==> src/bzc_pkg.sv <==
// Shared types, constants and lookup tables of the Bazeries cipher stream.
`default_nettype none

package bzc_pkg;

    localparam int SQUARE_SIDE    = 5;
    localparam int CELL_COUNT     = SQUARE_SIDE * SQUARE_SIDE;
    localparam int GROUP_MAX      = 9;
    localparam int GROUP_W        = $clog2(GROUP_MAX + 1);
    localparam int SEQ_DIGITS_MAX = 6;
    localparam int DIGIT_MAX      = 9;
    localparam int LETTER_I       = 8;
    localparam int LETTER_LAST    = 25;
    localparam int CELL_LETTERS   = 26;
    localparam int DESC_DEPTH     = 4;
    localparam int CFG_DATA_W     = 50;
    localparam int KEY_BITS       = 5 * CELL_COUNT;

    typedef enum logic [2:0] {
        CFG_ENCODE_MODE,
        CFG_KEY_LOW,
        CFG_KEY_MID,
        CFG_KEY_HIGH,
        CFG_SEQ_DIGITS,
        CFG_SEQ_COUNT
    } cfg_index_t;

    typedef logic [4:0]         letter_t;
    typedef logic [GROUP_W-1:0] count_t;
    typedef logic [31:0][4:0]   lut_t;

    typedef struct packed {
        logic                encode_mode;
        logic [KEY_BITS-1:0] cells;
        logic [23:0]         digits;
        logic [2:0]          count;
    } bzc_cfg_t;

    // Front to queue: one substituted letter, and the close of a group.
    typedef struct packed {
        logic    wr_en;
        logic    blank;
        letter_t letter;
        logic    grp_done;
        count_t  count;
        logic    msg_end;
    } bzc_push_t;

    typedef struct packed {
        logic ring_full;
        logic desc_full;
    } bzc_qstat_t;

    typedef struct packed {
        count_t count;
        logic   msg_end;
    } bzc_desc_t;

    typedef struct packed {
        logic      valid;
        bzc_desc_t desc;
    } bzc_head_t;

    // Back to queue: group pop, ring read, and release of a group's slots.
    typedef struct packed {
        logic   pop;
        logic   rd_en;
        logic   grp_free;
        count_t free_count;
    } bzc_rd_t;

    // Letter a..z (j folded onto i) to the transposed square cell.
    function automatic lut_t build_enc_lut();
        lut_t lut;
        int   p;
        lut = '0;
        for (int k = 0; k <= LETTER_LAST; k++)
        begin
            p = (k <= LETTER_I) ? k : k - 1;
            lut[k] = 5'((p % SQUARE_SIDE) * SQUARE_SIDE + p / SQUARE_SIDE);
        end
        return lut;
    endfunction

    // Square cell to the transposed alphabet letter, skipping j.
    function automatic lut_t build_dec_lut();
        lut_t lut;
        int   t;
        lut = '0;
        for (int q = 0; q < CELL_COUNT; q++)
        begin
            t = (q % SQUARE_SIDE) * SQUARE_SIDE + q / SQUARE_SIDE;
            if (t > LETTER_I)
            begin
                t = t + 1;
            end
            lut[q] = 5'(t);
        end
        return lut;
    endfunction

    localparam lut_t ENC_LUT = build_enc_lut();
    localparam lut_t DEC_LUT = build_dec_lut();

endpackage

`default_nettype wire

==> src/bzc_front.sv <==
// Front part: accepts letters, substitutes them and closes groups.
`default_nettype none

module bzc_front (
    input  wire logic                clk,
    input  wire logic                rst_n,
    input  wire bzc_pkg::bzc_cfg_t   cfg,
    input  wire logic                in_valid,
    output logic                     in_stall,
    input  wire bzc_pkg::letter_t    letter_in,
    input  wire logic                message_end,
    input  wire bzc_pkg::bzc_qstat_t qstat,
    output bzc_pkg::bzc_push_t       push
);

    bzc_pkg::count_t  fill_reg;
    bzc_pkg::count_t  fill_next;
    logic [2:0]       pos_reg;
    logic [2:0]       pos_next;

    logic             accept;
    logic [4:0]       cell_val [32];
    logic [3:0]       dig [8];
    logic [31:0]      dig_word;
    logic [2:0]       n_digits;
    logic [2:0]       start_pos;
    logic [3:0]       cand;
    logic             dig_found;
    logic [2:0]       found_pos;
    bzc_pkg::count_t  grp_len;
    bzc_pkg::count_t  fill_inc;
    logic             emit;
    logic [2:0]       pos_inc;

    bzc_pkg::letter_t enc_cell;
    bzc_pkg::letter_t enc_val;
    bzc_pkg::letter_t letter_p1;
    logic             dec_found;
    bzc_pkg::letter_t dec_cell;
    logic             sub_blank;
    bzc_pkg::letter_t sub_letter;

    assign in_stall = qstat.ring_full | qstat.desc_full;
    assign accept   = in_valid & ~in_stall;

    // Substitution through the keyed square.
    always_comb
    begin
        for (int k = 0; k < 32; k++)
        begin
            if (k < bzc_pkg::CELL_COUNT)
            begin
                cell_val[k] = cfg.cells[5*k +: 5];
            end
            else
            begin
                cell_val[k] = '0;
            end
        end

        enc_cell  = bzc_pkg::ENC_LUT[letter_in];
        enc_val   = cell_val[enc_cell];
        letter_p1 = letter_in + 5'd1;

        // Highest matching cell wins.
        dec_found = 1'b0;
        dec_cell  = '0;
        for (int q = 0; q < bzc_pkg::CELL_COUNT; q++)
        begin
            if (cell_val[q] == letter_p1)
            begin
                dec_found = 1'b1;
                dec_cell  = 5'(q);
            end
        end

        if (letter_in > 5'(bzc_pkg::LETTER_LAST))
        begin
            sub_blank  = 1'b1;
            sub_letter = '0;
        end
        else if (cfg.encode_mode)
        begin
            sub_blank  = (enc_val == 5'd0) || (enc_val > 5'(bzc_pkg::CELL_LETTERS));
            sub_letter = sub_blank ? 5'd0 : enc_val - 5'd1;
        end
        else
        begin
            sub_blank  = ~dec_found;
            sub_letter = dec_found ? bzc_pkg::DEC_LUT[dec_cell] : 5'd0;
        end
    end

    // Group length: next nonzero digit from the current position.
    always_comb
    begin
        dig_word = {8'd0, cfg.digits};
        for (int k = 0; k < 8; k++)
        begin
            dig[k] = (dig_word[4*k +: 4] > 4'(bzc_pkg::DIGIT_MAX))
                   ? 4'(bzc_pkg::DIGIT_MAX) : dig_word[4*k +: 4];
        end

        if (cfg.count == 3'd0)
        begin
            n_digits = 3'd1;
        end
        else if (cfg.count > 3'(bzc_pkg::SEQ_DIGITS_MAX))
        begin
            n_digits = 3'(bzc_pkg::SEQ_DIGITS_MAX);
        end
        else
        begin
            n_digits = cfg.count;
        end

        start_pos = (pos_reg >= n_digits) ? 3'd0 : pos_reg;
        dig_found = 1'b0;
        found_pos = '0;
        grp_len   = bzc_pkg::count_t'(1);
        cand      = '0;
        for (int i = 0; i < bzc_pkg::SEQ_DIGITS_MAX; i++)
        begin
            cand = {1'b0, start_pos} + 4'(i);
            if (cand >= {1'b0, n_digits})
            begin
                cand = cand - {1'b0, n_digits};
            end
            if ((i < int'(n_digits)) && !dig_found && (dig[cand[2:0]] != 4'd0))
            begin
                dig_found = 1'b1;
                found_pos = cand[2:0];
                grp_len   = bzc_pkg::count_t'(dig[cand[2:0]]);
            end
        end

        fill_inc = fill_reg + bzc_pkg::count_t'(1);
        emit     = (fill_inc >= grp_len) || message_end;
        pos_inc  = (found_pos + 3'd1 == n_digits) ? 3'd0 : found_pos + 3'd1;

        fill_next = fill_reg;
        pos_next  = pos_reg;
        if (accept)
        begin
            if (!emit)
            begin
                fill_next = fill_inc;
                pos_next  = found_pos;
            end
            else
            begin
                fill_next = '0;
                pos_next  = message_end ? 3'd0 : pos_inc;
            end
        end
    end

    always_comb
    begin
        push.wr_en    = accept;
        push.blank    = sub_blank;
        push.letter   = sub_letter;
        push.grp_done = accept & emit;
        push.count    = fill_inc;
        push.msg_end  = message_end;
    end

    always_ff @(posedge clk or negedge rst_n)
    begin
        if (!rst_n)
        begin
            fill_reg <= '0;
            pos_reg  <= '0;
        end
        else
        begin
            fill_reg <= fill_next;
            pos_reg  <= pos_next;
        end
    end

endmodule

`default_nettype wire

==> src/bzc_queue.sv <==
// Queue between front and back: letter ring memory and group descriptor FIFO.
`default_nettype none

module bzc_queue #(
    parameter int RING_DEPTH = 32
) (
    input  wire logic                      clk,
    input  wire logic                      rst_n,
    input  wire bzc_pkg::bzc_push_t        push,
    output bzc_pkg::bzc_qstat_t            qstat,
    input  wire bzc_pkg::bzc_rd_t          rd,
    input  wire logic [$clog2(RING_DEPTH)-1:0] rd_addr,
    output bzc_pkg::bzc_head_t             head,
    output logic [5:0]                     rd_data
);

    localparam int AW    = $clog2(RING_DEPTH);
    localparam int OCC_W = $clog2(RING_DEPTH + 1);
    localparam int DW    = $clog2(bzc_pkg::DESC_DEPTH);
    localparam int DCW   = $clog2(bzc_pkg::DESC_DEPTH + 1);

    logic [5:0]          ring_mem [RING_DEPTH];
    logic [5:0]          rd_data_reg;
    logic [AW-1:0]       wr_ptr_reg;
    logic [OCC_W-1:0]    occ_reg;
    logic [OCC_W-1:0]    occ_next;

    bzc_pkg::bzc_desc_t  desc_mem [bzc_pkg::DESC_DEPTH];
    logic [DW-1:0]       dwr_ptr_reg;
    logic [DW-1:0]       drd_ptr_reg;
    logic [DCW-1:0]      dcnt_reg;
    logic [DCW-1:0]      dcnt_next;

    always_comb
    begin
        // Groups are read in reverse, so hold a group's slots until its last read.
        occ_next = occ_reg;
        if (push.wr_en)
        begin
            occ_next = occ_next + OCC_W'(1);
        end
        if (rd.grp_free)
        begin
            occ_next = occ_next - OCC_W'(rd.free_count);
        end

        dcnt_next = dcnt_reg;
        if (push.grp_done && !rd.pop)
        begin
            dcnt_next = dcnt_reg + DCW'(1);
        end
        else if (!push.grp_done && rd.pop)
        begin
            dcnt_next = dcnt_reg - DCW'(1);
        end

        qstat.ring_full = (occ_reg == OCC_W'(RING_DEPTH));
        qstat.desc_full = (dcnt_reg == DCW'(bzc_pkg::DESC_DEPTH));
        head.valid      = (dcnt_reg != '0);
        head.desc       = desc_mem[drd_ptr_reg];
    end

    assign rd_data = rd_data_reg;

    always_ff @(posedge clk)
    begin
        if (push.wr_en)
        begin
            ring_mem[wr_ptr_reg] <= {push.blank, push.letter};
        end
        if (rd.rd_en)
        begin
            rd_data_reg <= ring_mem[rd_addr];
        end
        if (push.grp_done)
        begin
            desc_mem[dwr_ptr_reg] <= '{count: push.count, msg_end: push.msg_end};
        end
    end

    always_ff @(posedge clk or negedge rst_n)
    begin
        if (!rst_n)
        begin
            wr_ptr_reg  <= '0;
            occ_reg     <= '0;
            dwr_ptr_reg <= '0;
            drd_ptr_reg <= '0;
            dcnt_reg    <= '0;
        end
        else
        begin
            occ_reg  <= occ_next;
            dcnt_reg <= dcnt_next;
            if (push.wr_en)
            begin
                wr_ptr_reg <= wr_ptr_reg + AW'(1);
            end
            if (push.grp_done)
            begin
                dwr_ptr_reg <= dwr_ptr_reg + DW'(1);
            end
            if (rd.pop)
            begin
                drd_ptr_reg <= drd_ptr_reg + DW'(1);
            end
        end
    end

endmodule

`default_nettype wire

==> src/bzc_back.sv <==
// Back part: walks each closed group in reverse and drives the output register.
`default_nettype none

module bzc_back #(
    parameter int RING_DEPTH = 32
) (
    input  wire logic                      clk,
    input  wire logic                      rst_n,
    input  wire bzc_pkg::bzc_head_t        head,
    output bzc_pkg::bzc_rd_t               rd,
    output logic [$clog2(RING_DEPTH)-1:0]  rd_addr,
    output logic                           out_valid,
    input  wire logic                      out_stall,
    output logic                           group_last,
    output logic                           message_last
);

    localparam int AW = $clog2(RING_DEPTH);

    logic            active_reg;
    bzc_pkg::count_t remain_reg;
    bzc_pkg::count_t len_reg;
    logic            end_reg;
    logic [AW-1:0]   base_reg;
    logic            out_valid_reg;
    logic            group_last_reg;
    logic            message_last_reg;

    bzc_pkg::count_t cur_remain;
    bzc_pkg::count_t cur_len;
    logic            cur_end;
    logic            can_out;
    logic            issue;
    logic            last;

    always_comb
    begin
        cur_remain    = active_reg ? remain_reg : head.desc.count;
        cur_len       = active_reg ? len_reg    : head.desc.count;
        cur_end       = active_reg ? end_reg    : head.desc.msg_end;
        can_out       = ~out_valid_reg | ~out_stall;
        issue         = (active_reg | head.valid) & can_out;
        last          = (cur_remain == bzc_pkg::count_t'(1));
        rd_addr       = base_reg + AW'(cur_remain) - AW'(1);
        rd.rd_en      = issue;
        rd.pop        = issue & ~active_reg;
        rd.grp_free   = issue & last;
        rd.free_count = cur_len;
    end

    assign out_valid    = out_valid_reg;
    assign group_last   = group_last_reg;
    assign message_last = message_last_reg;

    always_ff @(posedge clk or negedge rst_n)
    begin
        if (!rst_n)
        begin
            active_reg       <= 1'b0;
            remain_reg       <= '0;
            len_reg          <= '0;
            end_reg          <= 1'b0;
            base_reg         <= '0;
            out_valid_reg    <= 1'b0;
            group_last_reg   <= 1'b0;
            message_last_reg <= 1'b0;
        end
        else
        begin
            if (issue)
            begin
                if (last)
                begin
                    active_reg <= 1'b0;
                    base_reg   <= base_reg + AW'(cur_len);
                end
                else
                begin
                    active_reg <= 1'b1;
                    remain_reg <= cur_remain - bzc_pkg::count_t'(1);
                    len_reg    <= cur_len;
                    end_reg    <= cur_end;
                end
            end
            if (can_out)
            begin
                out_valid_reg    <= issue;
                group_last_reg   <= last;
                message_last_reg <= last & cur_end;
            end
        end
    end

endmodule

`default_nettype wire

==> src/bazeries_cipher_stream.sv <==
// Top level of the Bazeries cipher stream: configuration registers and block wiring.
//
// Each input item is one letter (0 = a .. 25 = z) with an end-of-message mark.
// The letter is substituted through a 5x5 keyed square held in configuration:
// encode reads the cell at the transposed alphabet position (j taken as i),
// decode finds the highest cell holding the letter and returns the transposed
// alphabet letter, skipping j; a missing letter or an empty cell gives a blank
// item with letter_out at zero. Substituted letters are collected into groups
// whose lengths follow the nonzero key digits in turn (groups of one when all
// digits are zero), and each group is sent out reversed, with group_last on
// its final item. A message end closes the current group at once, flags
// message_last on its final item and restarts the digit cycle at digit 0.
// The block takes one input item per cycle while in_stall is low and sends
// one result item per cycle while out_stall is low. The front substitutes and
// writes each letter into a ring of RING_DEPTH entries in the cycle it is
// accepted; a closed group is queued as a descriptor (up to four groups
// waiting), and the back reads the ring into the output register once per cycle
// unless the output stalls, so with the back idle a group's first result is
// read once its descriptor is queued. A group's ring slots come free once its
// last letter has been read out. in_stall rises only when the ring or the
// descriptor queue is full, which happens when the output side stalls for long.
// No clearing pass runs after reset. Write configuration only while no result
// is pending; registers are written by index through cfg_write.
`default_nettype none

module bazeries_cipher_stream #(
    parameter int RING_DEPTH = 32
) (
    input  wire logic                              clk,
    input  wire logic                              rst_n,

    input  wire logic                              cfg_write,
    input  wire logic [2:0]                        cfg_index,
    input  wire logic [bzc_pkg::CFG_DATA_W-1:0]    cfg_data,

    input  wire logic                              in_valid,
    output logic                                   in_stall,
    input  wire logic [4:0]                        letter_in,
    input  wire logic                              message_end,

    output logic                                   out_valid,
    input  wire logic                              out_stall,
    output logic [4:0]                             letter_out,
    output logic                                   blank_out,
    output logic                                   group_last,
    output logic                                   message_last
);

    localparam int AW = $clog2(RING_DEPTH);

    // Configuration registers, reset to the documented defaults.
    logic        encode_mode_reg;
    logic [49:0] key_low_reg;
    logic [49:0] key_mid_reg;
    logic [24:0] key_high_reg;
    logic [23:0] seq_digits_reg;
    logic [2:0]  seq_count_reg;

    bzc_pkg::bzc_cfg_t   cfg;
    bzc_pkg::bzc_push_t  push;
    bzc_pkg::bzc_qstat_t qstat;
    bzc_pkg::bzc_head_t  head;
    bzc_pkg::bzc_rd_t    rd;
    logic [AW-1:0]       rd_addr;
    logic [5:0]          rd_data;

    always_ff @(posedge clk or negedge rst_n)
    begin
        if (!rst_n)
        begin
            encode_mode_reg <= 1'b0;
            key_low_reg     <= '0;
            key_mid_reg     <= '0;
            key_high_reg    <= '0;
            seq_digits_reg  <= 24'd1;
            seq_count_reg   <= 3'd1;
        end
        else if (cfg_write)
        begin
            case (cfg_index)
                bzc_pkg::CFG_ENCODE_MODE: encode_mode_reg <= cfg_data[0];
                bzc_pkg::CFG_KEY_LOW:     key_low_reg     <= cfg_data[49:0];
                bzc_pkg::CFG_KEY_MID:     key_mid_reg     <= cfg_data[49:0];
                bzc_pkg::CFG_KEY_HIGH:    key_high_reg    <= cfg_data[24:0];
                bzc_pkg::CFG_SEQ_DIGITS:  seq_digits_reg  <= cfg_data[23:0];
                bzc_pkg::CFG_SEQ_COUNT:   seq_count_reg   <= cfg_data[2:0];
                default:                  ; // drop writes beyond the register list
            endcase
        end
    end

    // Cell k of the square sits at bits 5k+4..5k of the joined key.
    always_comb
    begin
        cfg.encode_mode = encode_mode_reg;
        cfg.cells       = {key_high_reg, key_mid_reg, key_low_reg};
        cfg.digits      = seq_digits_reg;
        cfg.count       = seq_count_reg;
    end

    bzc_front u_front (
        .clk         (clk),
        .rst_n       (rst_n),
        .cfg         (cfg),
        .in_valid    (in_valid),
        .in_stall    (in_stall),
        .letter_in   (letter_in),
        .message_end (message_end),
        .qstat       (qstat),
        .push        (push)
    );

    bzc_queue #(
        .RING_DEPTH (RING_DEPTH)
    ) u_queue (
        .clk     (clk),
        .rst_n   (rst_n),
        .push    (push),
        .qstat   (qstat),
        .rd      (rd),
        .rd_addr (rd_addr),
        .head    (head),
        .rd_data (rd_data)
    );

    bzc_back #(
        .RING_DEPTH (RING_DEPTH)
    ) u_back (
        .clk          (clk),
        .rst_n        (rst_n),
        .head         (head),
        .rd           (rd),
        .rd_addr      (rd_addr),
        .out_valid    (out_valid),
        .out_stall    (out_stall),
        .group_last   (group_last),
        .message_last (message_last)
    );

    // The ring read register is the output payload; blank entries hold letter zero.
    assign letter_out = rd_data[4:0];
    assign blank_out  = rd_data[5];

endmodule

`default_nettype wire

==> config.mk <==
export PLATFORM = sky130hd
export DESIGN_NAME = bazeries_cipher_stream
export DESIGN_NICKNAME = d
export VERILOG_FILES = /design/src/bzc_pkg.sv /design/src/bzc_front.sv /design/src/bzc_queue.sv /design/src/bzc_back.sv /design/src/bazeries_cipher_stream.sv
export SDC_FILE = /design/constraint.sdc
export NUM_CORES = 1
export LEC_CHECK = 0
export BUFFER_PORTS_ARGS = -buffer_cell sky130_fd_sc_hd__buf_2
export CAP_MARGIN = 5
export CORE_MARGIN = 2
export CORE_UTILIZATION = 55
export DETAILED_ROUTE_END_ITERATION = 16
export PLACE_DENSITY_LB_ADDON = 0.08
export SLEW_MARGIN = 40
export SYNTH_ARGS = -nofsm -noshare
export SYNTH_HDL_FRONTEND = slang
export SYNTH_SLANG_ARGS = --single-unit
==> constraint.sdc <==
create_clock -name clk -period 18.85 [get_ports clk]
set_clock_uncertainty 0.2 [all_clocks]
set_input_delay 3.77 -clock clk [delete_from_list [all_inputs] [get_ports clk]]
set_output_delay 3.77 -clock clk [all_outputs]
set_load 0.1 [all_outputs]
==> impl_metrics.tcl <==
set metrics [dict create \
    r2r_end "u_queue.dcnt_reg[1]" \
    synth_top_area_share_pct 26.8 \
    gp_congestion 1.01 \
    synth-seq-area-share_pct 46.8 \
    setup_ws_ns 9.13 \
    rsz0062_at_grt "false" \
    first_iter_violations 1490 \
    cap_violations 0 \
    reg2reg_depth 31 \
    grt.busiest_layer "met2" \
    core_sq_um 44000 \
    yosys-top-cells-area "edfxtp_1 (27%), dfrtp_1 (20%), mux2_2 (8.2%)" \
    numCtsBuffers 44 \
    cts_tree "done" \
    io_pins 74 \
    synth-simple-area-share_pct 8.92 \
    max_freq_ghz 0.103 \
    fin_crit_ns 9.72 \
    tightest_slew_ns 0.870 \
    met2_usage_pct 44.5 \
    yosysWarnings 0 \
    final_cells 2658 \
    clockBufferDepth 3 \
    synth_top_family_by_area "multiplexers" \
    num_vias 16600 \
    yosys.area.top_type "edfxtp_1" \
    hold_viol 0 \
    synth_nets 2124 \
    min_to "u_back.group_last" \
    ys_ff_latch 414 \
    fin_util_pct 61.4 \
    path_clk_slew_ns 0.07 \
    synth_ff_type "edfxtp_1" \
    maxSlewHeadroom_pct 42.0 \
    yosysUniqueCellTypes 104 \
    crit_top_cell "ha_1" \
    slew_violations 0 \
    grt_usage_pct 28.1 \
    die_area_sq_um 46200 \
    cp-start-kind "flop" \
    setup_viol 0 \
    die-height_um 215 \
    ant_nets 0 \
    synth_compound_gate_area_share_pct 9.92 \
    critPathArrivalTime_ns 9.99 \
    hold_depth 2 \
    nNetsFinal 2170 \
    wl_per_cell_um 24.2 \
    synth-adder-area-share_pct 4.26 \
    synth_area_per_cell_sq_um 12.3 \
    h-tree-depth 2 \
    syn_inst 1983 \
    synth_edf_count 218 \
    grt_use_met3_pct 5.02 \
    finalWirelength_mm 64.3 \
    area_delta_synth_final_pct 10.5 \
    grt_pass1_vias 16400 \
    endpoint_kind "flop" \
    cpPeakStageDelay_ns 0.68 \
    drive_above_1_share_pct 22.6 \
    cts-root-buf "clkbuf_16" \
    required_ns 19.12 \
    status "finished clean" \
    insertion_delay_ns 0.59 \
    grt_use_met1_pct 40.2 \
    rrSetupSlack_ns 9.13 \
    start_util_pct 55.5 \
    hpwl_mm 46.4 \
    cts_sinks 414 \
    antenna_found_initial 2 \
    cp_slowest_cell "dfrtp_1" \
    drt-vias-per-instance 6.26 \
    synth_mux_area_share_pct 19.7 \
    drt-pass1-iter-count 7 \
    async_flop_share_pct 47.3 \
    drc 0 \
    grt_max_degree 73 \
    io_buffers 73 \
    dieWidth_um 215 \
    synthXorXnorAreaFrac_pct 7.57 \
    placed_cells 2575 \
    cts_setup_buffers 0 \
    grt-ovfl-total 0 \
    dp_slack_ns 8.74 \
    r2r-start "seq_count_reg[1]" \
    largest_reg_flops 192 \
    period_share_pct 51.6 \
    synth_area_sq_um 24500 \
    grt_pass1_wl_mm 99.6 \
    crit_fanout 14 \
    tns_ns 0 \
    cts-resized-gates 0 \
    rows 77 \
    min_from "u_back.group_last" \
    n_fill_cell 3559 \
    hold_class "reg2reg" \
    postCtsHoldBufs 0 \
    worst-setup-path-type "reg2reg" \
]
==> per-layer routing <==
| metal | vias to the layer above | wire (um) | part of all wire (%) |
|---|---|---|---|
| met1 | 8395 | 28300 | 44 |
| met5 | - | 0 | 0 |
| met3 | 112 | 4210 | 6.5 |
| met4 | 0 | 1620 | 2.5 |
| met2 | 566 | 30100 | 47 |
| li1 | 7564 | - | - |
==> how the worst max path moves through the flow <==
stage | to | startpoint | depth (start not counted) | slack, ns
finish | u_queue.dcnt_reg[1] | seq_count_reg[1] | 31 | 9.13
global route | u_queue.dcnt_reg[1] | seq_count_reg[1] | 31 | 8.40
CTS | u_queue.dcnt_reg[1] | seq_count_reg[1] | 31 | 9.23
detailed placement | u_queue.ring_mem[3][4] | letter_in[0] | 19 | 8.74
global placement | u_queue.ring_mem[0][4] | letter_in[0] | 19 | 8.67
floorplan | u_queue.ring_mem[0][2] | letter_in[0] | 20 | 7.04
==> placed cells by master, fill, tap and decap left out, drive strengths merged, types with 67 or more instances in the layout <==
cell and count:
xor2 77, nand2 117, dfrtp 194, mux2i 129, mux4 67, inv 77
ha 68, nor2 116, xnor2 70, edfxtp 218, mux2 178, buf 99
==> Yosys cell counts (12+ instances only) <==
| cell | n |
|---|---|
| edfxtp_1 | 218 |
| dfrtp_1 | 194 |
| mux2_2 | 177 |
| mux2i_1 | 128 |
| nand2_1 | 116 |
| nor2_1 | 116 |
| xor2_1 | 77 |
| inv_1 | 72 |
| xnor2_1 | 70 |
| ha_1 | 68 |
| mux4_2 | 67 |
| clkbuf_1 | 60 |
| a21oi_1 | 55 |
| o21ai_0 | 46 |
| nand3_1 | 36 |
| a211oi_1 | 29 |
| nor3_1 | 28 |
| nand2b_1 | 25 |
| nand4_1 | 25 |
| xnor3_1 | 24 |
| nor2b_1 | 22 |
| o211ai_1 | 20 |
| buf_2 | 19 |
| a21o_1 | 17 |
| buf_1 | 17 |
| and3_1 | 13 |
| a211o_1 | 12 |
| a31oi_1 | 12 |
==> per-stage QoR <==
stage,cell area [sq um],hold WS [ns]
global placement,25400,0.266
global route,27000,0.322
floorplan,24500,0.262
CTS,27000,0.291
detailed placement,25500,0.278
finish,27000,0.295
==> logic make-up after synthesis <==
family,count (synthesis)
AND/OR/NAND/NOR,442
flip-flops,414
multiplexers,374
AO/OA/AOI/OAI,330
buffers and inverters,173
XOR/XNOR,172
adder cells (fa/ha/maj),78
==> cell type report <==
cell class / count / area, sq um / area share, %
multi-input combinational: 1396 / 12400 / 46.0
sequential: 414 / 11500 / 42.4
clock buffer: 65 / 1250 / 4.63
tap: 592 / 741 / 2.74
timing repair buffer: 99 / 619 / 2.29
inverter: 74 / 280 / 1.04
clock inverter: 17 / 233 / 0.861
antenna: 1 / 2.50 / 0.00926
==> critical path, delay by kind of cell (launching register included) <==
kind                     cells  cell delay, ns
AO/OA/AOI/OAI               10            2.90
adder cells (fa/ha/maj)      7            2.33
AND/OR/NAND/NOR              7            2.21
buffers and inverters        5            0.78
flip-flops                   1            0.68
multiplexers                 1            0.27
XOR/XNOR                     1            0.25
Power is not shown: default switching activity piles up to over one toggle a cycle in this logic, so the estimate is an artifact.
